<file path="src/pts_pkg.sv">
// Shared types, constants and codes of the process table scheduler.
`timescale 1ns / 1ps
package pts_pkg;

	localparam int NUM_SLOTS = 64;
	localparam int IDX_W = $clog2(NUM_SLOTS);
	localparam int QDEPTH = 2;
	localparam int QPTR_W = $clog2(QDEPTH);
	localparam logic [31:0] PRIO_STEP = 32'd5;

	localparam logic [1:0] STAT_OK = 2'd0;
	localparam logic [1:0] STAT_NONE = 2'd1;
	localparam logic [1:0] STAT_ERR = 2'd2;

	localparam logic [1:0] POL_RR_Q = 2'd1;
	localparam logic [1:0] POL_PRIO = 2'd2;

	localparam logic [1:0] CFG_POLICY = 2'd0;
	localparam logic [1:0] CFG_QUANTUM = 2'd1;

	localparam logic [3:0] OPCODE_MAX = 4'd9;

	typedef enum logic [2:0] {
		ST_UNUSED, ST_EMBRYO, ST_SLEEPING, ST_RUNNABLE, ST_RUNNING, ST_ZOMBIE
	} slot_state_t;

	typedef enum logic [3:0] {
		OP_ALLOC, OP_RUNNABLE, OP_PICK, OP_TICK, OP_YIELD, OP_SLEEP,
		OP_WAKEUP, OP_KILL, OP_EXIT, OP_REAP, OP_BAD
	} op_t;

	typedef enum logic [2:0] {
		E_IDLE, E_SCAN, E_POST, E_WR, E_MOD, E_DONE
	} eng_state_t;

	typedef struct packed {
		op_t op;
		logic slot_ok;
		logic [IDX_W-1:0] idx;
		logic [30:0] pid;
		logic [31:0] chan;
	} cmd_t;

	typedef struct packed {
		logic [1:0] status;
		logic [5:0] chosen;
		logic [30:0] pid;
		logic [31:0] creation;
		logic [31:0] termination;
		logic [31:0] sleeping;
		logic [31:0] ready;
		logic [31:0] running;
	} res_t;

	typedef struct packed {
		slot_state_t state;
		logic [30:0] pid;
		logic [31:0] chan;
		logic killed;
		logic got_cpu;
		logic [31:0] prio;
		logic [31:0] creation;
		logic [31:0] termination;
		logic [31:0] sleeping;
		logic [31:0] ready;
		logic [31:0] running;
	} slot_t;

endpackage

</file>
<file path="src/pts_outq.sv">
// Result queue between the engine and the result port.
`timescale 1ns / 1ps
module pts_outq import pts_pkg::*; (
	input logic clk,
	input logic arst_n,
	input logic res_push,
	input res_t res_in,
	output logic res_full,
	output logic empty,
	input logic pop,
	output res_t res_out
);

	res_t ent_q [QDEPTH];
	logic [QPTR_W-1:0] wptr_q, rptr_q;
	logic [QPTR_W:0] cnt_q;
	logic wr, rd;

	assign res_full = (cnt_q == (QPTR_W+1)'(QDEPTH));
	assign empty = (cnt_q == '0);
	assign res_out = ent_q[rptr_q];
	assign wr = res_push && !res_full;
	assign rd = pop && !empty;

	always_ff @(posedge clk) begin
		if (wr) begin
			ent_q[wptr_q] <= res_in;
		end
	end

	always_ff @(posedge clk or negedge arst_n) begin
		if (!arst_n) begin
			wptr_q <= '0;
			rptr_q <= '0;
			cnt_q <= '0;
		end else begin
			if (wr) begin
				wptr_q <= (32'(wptr_q) == QDEPTH - 1) ? '0 : wptr_q + 1'b1;
			end
			if (rd) begin
				rptr_q <= (32'(rptr_q) == QDEPTH - 1) ? '0 : rptr_q + 1'b1;
			end
			cnt_q <= cnt_q + (QPTR_W+1)'(wr) - (QPTR_W+1)'(rd);
		end
	end

endmodule

</file>
<file path="config.mk">
export PLATFORM = sky130hd
export DESIGN_NAME = pts_outq
export DESIGN_NICKNAME = d
export VERILOG_FILES = /design/src/pts_pkg.sv /design/src/pts_outq.sv
export SDC_FILE = /design/constraint.sdc
export NUM_CORES = 1
export LEC_CHECK = 0
export ABC_AREA = 1
export BUFFER_PORTS_ARGS = -buffer_cell sky130_fd_sc_hd__buf_4
export CAP_MARGIN = 20
export CORE_UTILIZATION = 45
export DETAILED_ROUTE_END_ITERATION = 7
export PLACE_DENSITY = 0.68
export SLEW_MARGIN = 25
export SYNTH_ARGS = -nofsm -noshare
export SYNTH_HDL_FRONTEND = slang
export SYNTH_SLANG_ARGS = --single-unit
</file>
<file path="constraint.sdc">
create_clock -name clk -period 14.4 [get_ports clk]
set_clock_uncertainty 0.2 [all_clocks]
set_input_delay 0.72 -clock clk [delete_from_list [all_inputs] [get_ports clk]]
set_output_delay 0.72 -clock clk [all_outputs]
set_load 0.01 [all_outputs]
</file>
Yosys cells after proc, flatten, opt, wreduce, memory -nomap -nowiden
Memories as Yosys holds them, arrays and structs flattened.
Index checks and enable logic that the tools add are counted.
{"block": "classes", "addsub": 4, "n_eq_ne": 1, "mux": 4, "reduce_logical": 5}
{"cell": "1-bit 2-to-1 mux", "n": 4}
{"cell": "1-bit adder, second input constant", "n": 2}
{"cell": "2-bit by 1-bit adder with 2-bit output", "n": 1}
{"cell": "2-bit equality test, second input constant", "n": 1}
{"cell": "1-bit logical AND", "n": 2}
{"cell": "1-bit logical NOT", "n": 2}
{"cell": "2-bit logical NOT", "n": 1}
{"cell": "2-bit by 1-bit subtractor with 2-bit output", "n": 1}
{"block": "totals", "reg_bits": 4, "ram_bits": 398, "inputBits": 203, "out_inout_bits": 201, "word_cells": 18, "memories": 1}
{"name": "ent_q", "words": 2, "word_bits": 199, "read_ports": 1, "rd_ports_with_merged_regs": 0, "wr": 1, "line": "pts_outq.sv:14", "rtl": "res_t ent_q [QDEPTH];"}

Logic depth before layout (Yosys ltp)
{"block": "logic_depth", "word_depth": 5, "depth_mapped": 10, "mapped_depth_nobuf": 10}

Least setup slack after synthesis
No wires, ideal clock.
{"block": "synth_timing", "path_kind": "in2reg", "start": "input port res_push", "end": "memory ent_q[1][0] (netlist bit) (enable)", "setup_time_ps": 761, "arrival_time_ps": 9054, "required_ps": 13439, "path_slack_ps": 4385, "cell_stages": 2, "path_buffers": 0, "path_cell_list": "nand2_1 -> nor2_1"}
{"block": "synth_via", "elab_chain_len": 3}
{"element": "from (decl)", "line": "pts_outq.sv:6", "rtl": "input logic res_push,"}
{"element": "1-bit logical AND", "line": "pts_outq.sv:22", "rtl": "assign wr = res_push && !res_full;"}
{"element": "1-bit 2-to-1 mux", "line": "pts_outq.sv:26", "rtl": "if (wr) begin"}
{"element": "1-bit 2-to-1 mux (implied by the code)", "line": "pts_outq.sv:27", "rtl": "ent_q[wptr_q] <= res_in;"}
{"element": "to (decl)", "line": "pts_outq.sv:14"}
No other way between the ends.

==> impl_metrics.ini <==
[setup_path]
cp.arrival_ps = 3150
critPathBufInv = 3
critPathCaptureType = primary output
max_stage_delay_ps = 900
start_kind = register
path_class = register to primary output
crit_path_cell_trace = inv_6, buf_4, nand2_1, nand2_1, buf_4
critPathMaxFanout = 108
critPathRequiredTime_ps = 13480
critPathTopFamily = buffers and inverters
critPathSlowestCell = buf_4

[global_routing]
track_usage_pct = 19.65
grt_max_degree = 131
grt_pass1_wl_um = 49690
antenna_found_initial = 0
overflow = 0
grt_pass1_vias = 9108

[synth]
synth_most_common_cell = nand2_1
netlist_top_cells_count = 610 x nand2_1, 398 x edfxtp_1, 43 x buf_2
yosysTopAreaCell = edfxtp_1
netlist_area_sq_um = 14650
synth-edff-count = 398
synth_area_leaders = edfxtp_1 82%, nand2_1 16%, buf_2 1.5%
synth_cell_types = 9
async_flop_share_pct = 0.9950
syn_avg_cell_area_sq_um = 13.65
netlist_instances = 1073
synth_fp_nets = 1278
ys.flop_type = edfxtp_1
synth_seq_area_share_pct = 82.27
yosysTopAreaCellShare_pct = 81.59
ys_warn_count = 0
ys_ff_latch = 402

[clocking]
cts_resized = 0
path_clk_slew_ps = 60
ctsHoldBuffers = 1
post_cts_buffers = 0
cts_root_buffer = clkbuf_16
cts_num_sinks = 402
cts_max_level = 2
clk_path_buf_depth = 3
cts_tree = built
clk_latency_ps = 520
numCtsBuffers = 42

[sta]
setup_violations = 0
timing_max_transition_violations_final = 0
finalHoldViolCount = 0
whs_ps = 180.6
fmax_mhz = 245.9
rsz0062_at_grt = no
worstMarginPinSlew_ps = 1035
relSlewSlack_pct = 31.01
period_share_pct = 28.24
fin_crit_ps = 4066
finalSetupTns_ps = 0

[floorplanning]
dieArea_sq_um = 33280
start_util_pct = 46.07
core_area_sq_um = 31800
io_pins = 404
fp.dieW_um = 182.4
num_rows = 65
die_h_um = 182.4

[drt]
drtIter0Drc = 476
drt_pass1_iterations = 4
vias = 9131
drc = 0
vias_per_cell = 4.687
antenna_left = 0
drt_wl_total_um = 33210
wire_per_inst_um = 17.05

[power_and_ir_drop]
vdd_drop_max_mv = 0.1292
p_total_w = 0.003984
p_leak_nw = 8.197
power.density_nw_per_um2 = 206.5

[placement]
gp_congestion = 0.7667
dp_hpwl_um = 21360
port_buffers = 403

[hold_path]
hp-class = input pin to register

[job]
cap_violations = 0

[final_layout]
diodes = 0
utilization_pct = 60.67
drive_gt1_share_pct = 30.60
fillCellCount = 2483
area_growth_syn_to_layout_pct = 31.70
ff_latch_area_sq_um = 12060
nets = 1689
multi_input_area_sq_um = 2341

[status]
status = finished clean
[final cells by class]
type	count	share of cell area, %
inverters	11	0.2789
well taps	435	2.821
multi-input cells	616	12.13
clock inverters	16	0.4216
repair buffers	411	16.01
flip-flops and latches	402	62.49
clock buffers	57	5.850
[final timing paths]
kind | to | start | slack, ps | cells past startpoint
setup reg to reg | ent_q[1][29] | cnt_q[0] | 11060 | 6
max in group asynchronous | rptr_q | arst_n | 13520 | 2
hold / removal | ent_q[0][19] | res_in[19] | 180 | 1
setup / recovery | res_out[89] | rptr_q | 10330 | 5
hold reg to reg | wptr_q | wptr_q | 280 | 2
min in group asynchronous | cnt_q[0] | arst_n | 360 | 2
[sequential cells by signal, summed over array words and instances, names as in the netlist]
signal	flops
wptr_q	1
rptr_q	1
ent_q	398
cnt_q	2
[per-stage QoR]
step | cell area [sq um] | setup WS (ps) | instances
detailed placement | 18070 | 10730 | 1874
global route | 19290 | 10040 | 1948
finish | 19290 | 10330 | 1948
global placement | 18070 | 10780 | 1874
floorplan | 14650 | 4385 | 1073
CTS | 19290 | 10240 | 1948
[worst reg2reg max path: cells and delay by family (launching register included)]
family	cells	cell delay [ps]
simple gates	3	840
buf+inv	3	1550
flops	1	350
[where the power goes]
group          internal, W  switching (W)
Combinational     0.000529       0.000837
Clock             0.000548       0.000408
Sequential         0.00160      0.0000631
[layer usage]
layer	up-vias	track usage, %	wire length [um]
li1	4442	-	-
met1	4284	23.76	12900
met2	358	32.02	15820
met3	47	8.621	3816
met4	0	5.513	674
met5	-	0	0
[cell usage in the layout, fill, tap and decap left out]
cell           instances
inv_1                  9
nor2_4                 1
nand2_1              610
buf_4                410
clkinvlp_4             1
ha_1                   2
dlygate4sd3_1          1
dfrtp_1                3
clkbuf_16             43
edfxtp_1             398
inv_8                  1
dfrtp_4                1
nand3_1                3
inv_6                  4
clkbuf_1              14
clkinv_1              10
clkinv_2               2
[cell families after synthesis]
kind of cell / after synthesis / share of synthesized area [%]
simple gates: 614 / 15.76
buf+inv: 55 / 1.802
flops: 402 / 82.27
fa+ha+maj: 2 / 0.1708
Power figures use the tool's default switching activity.
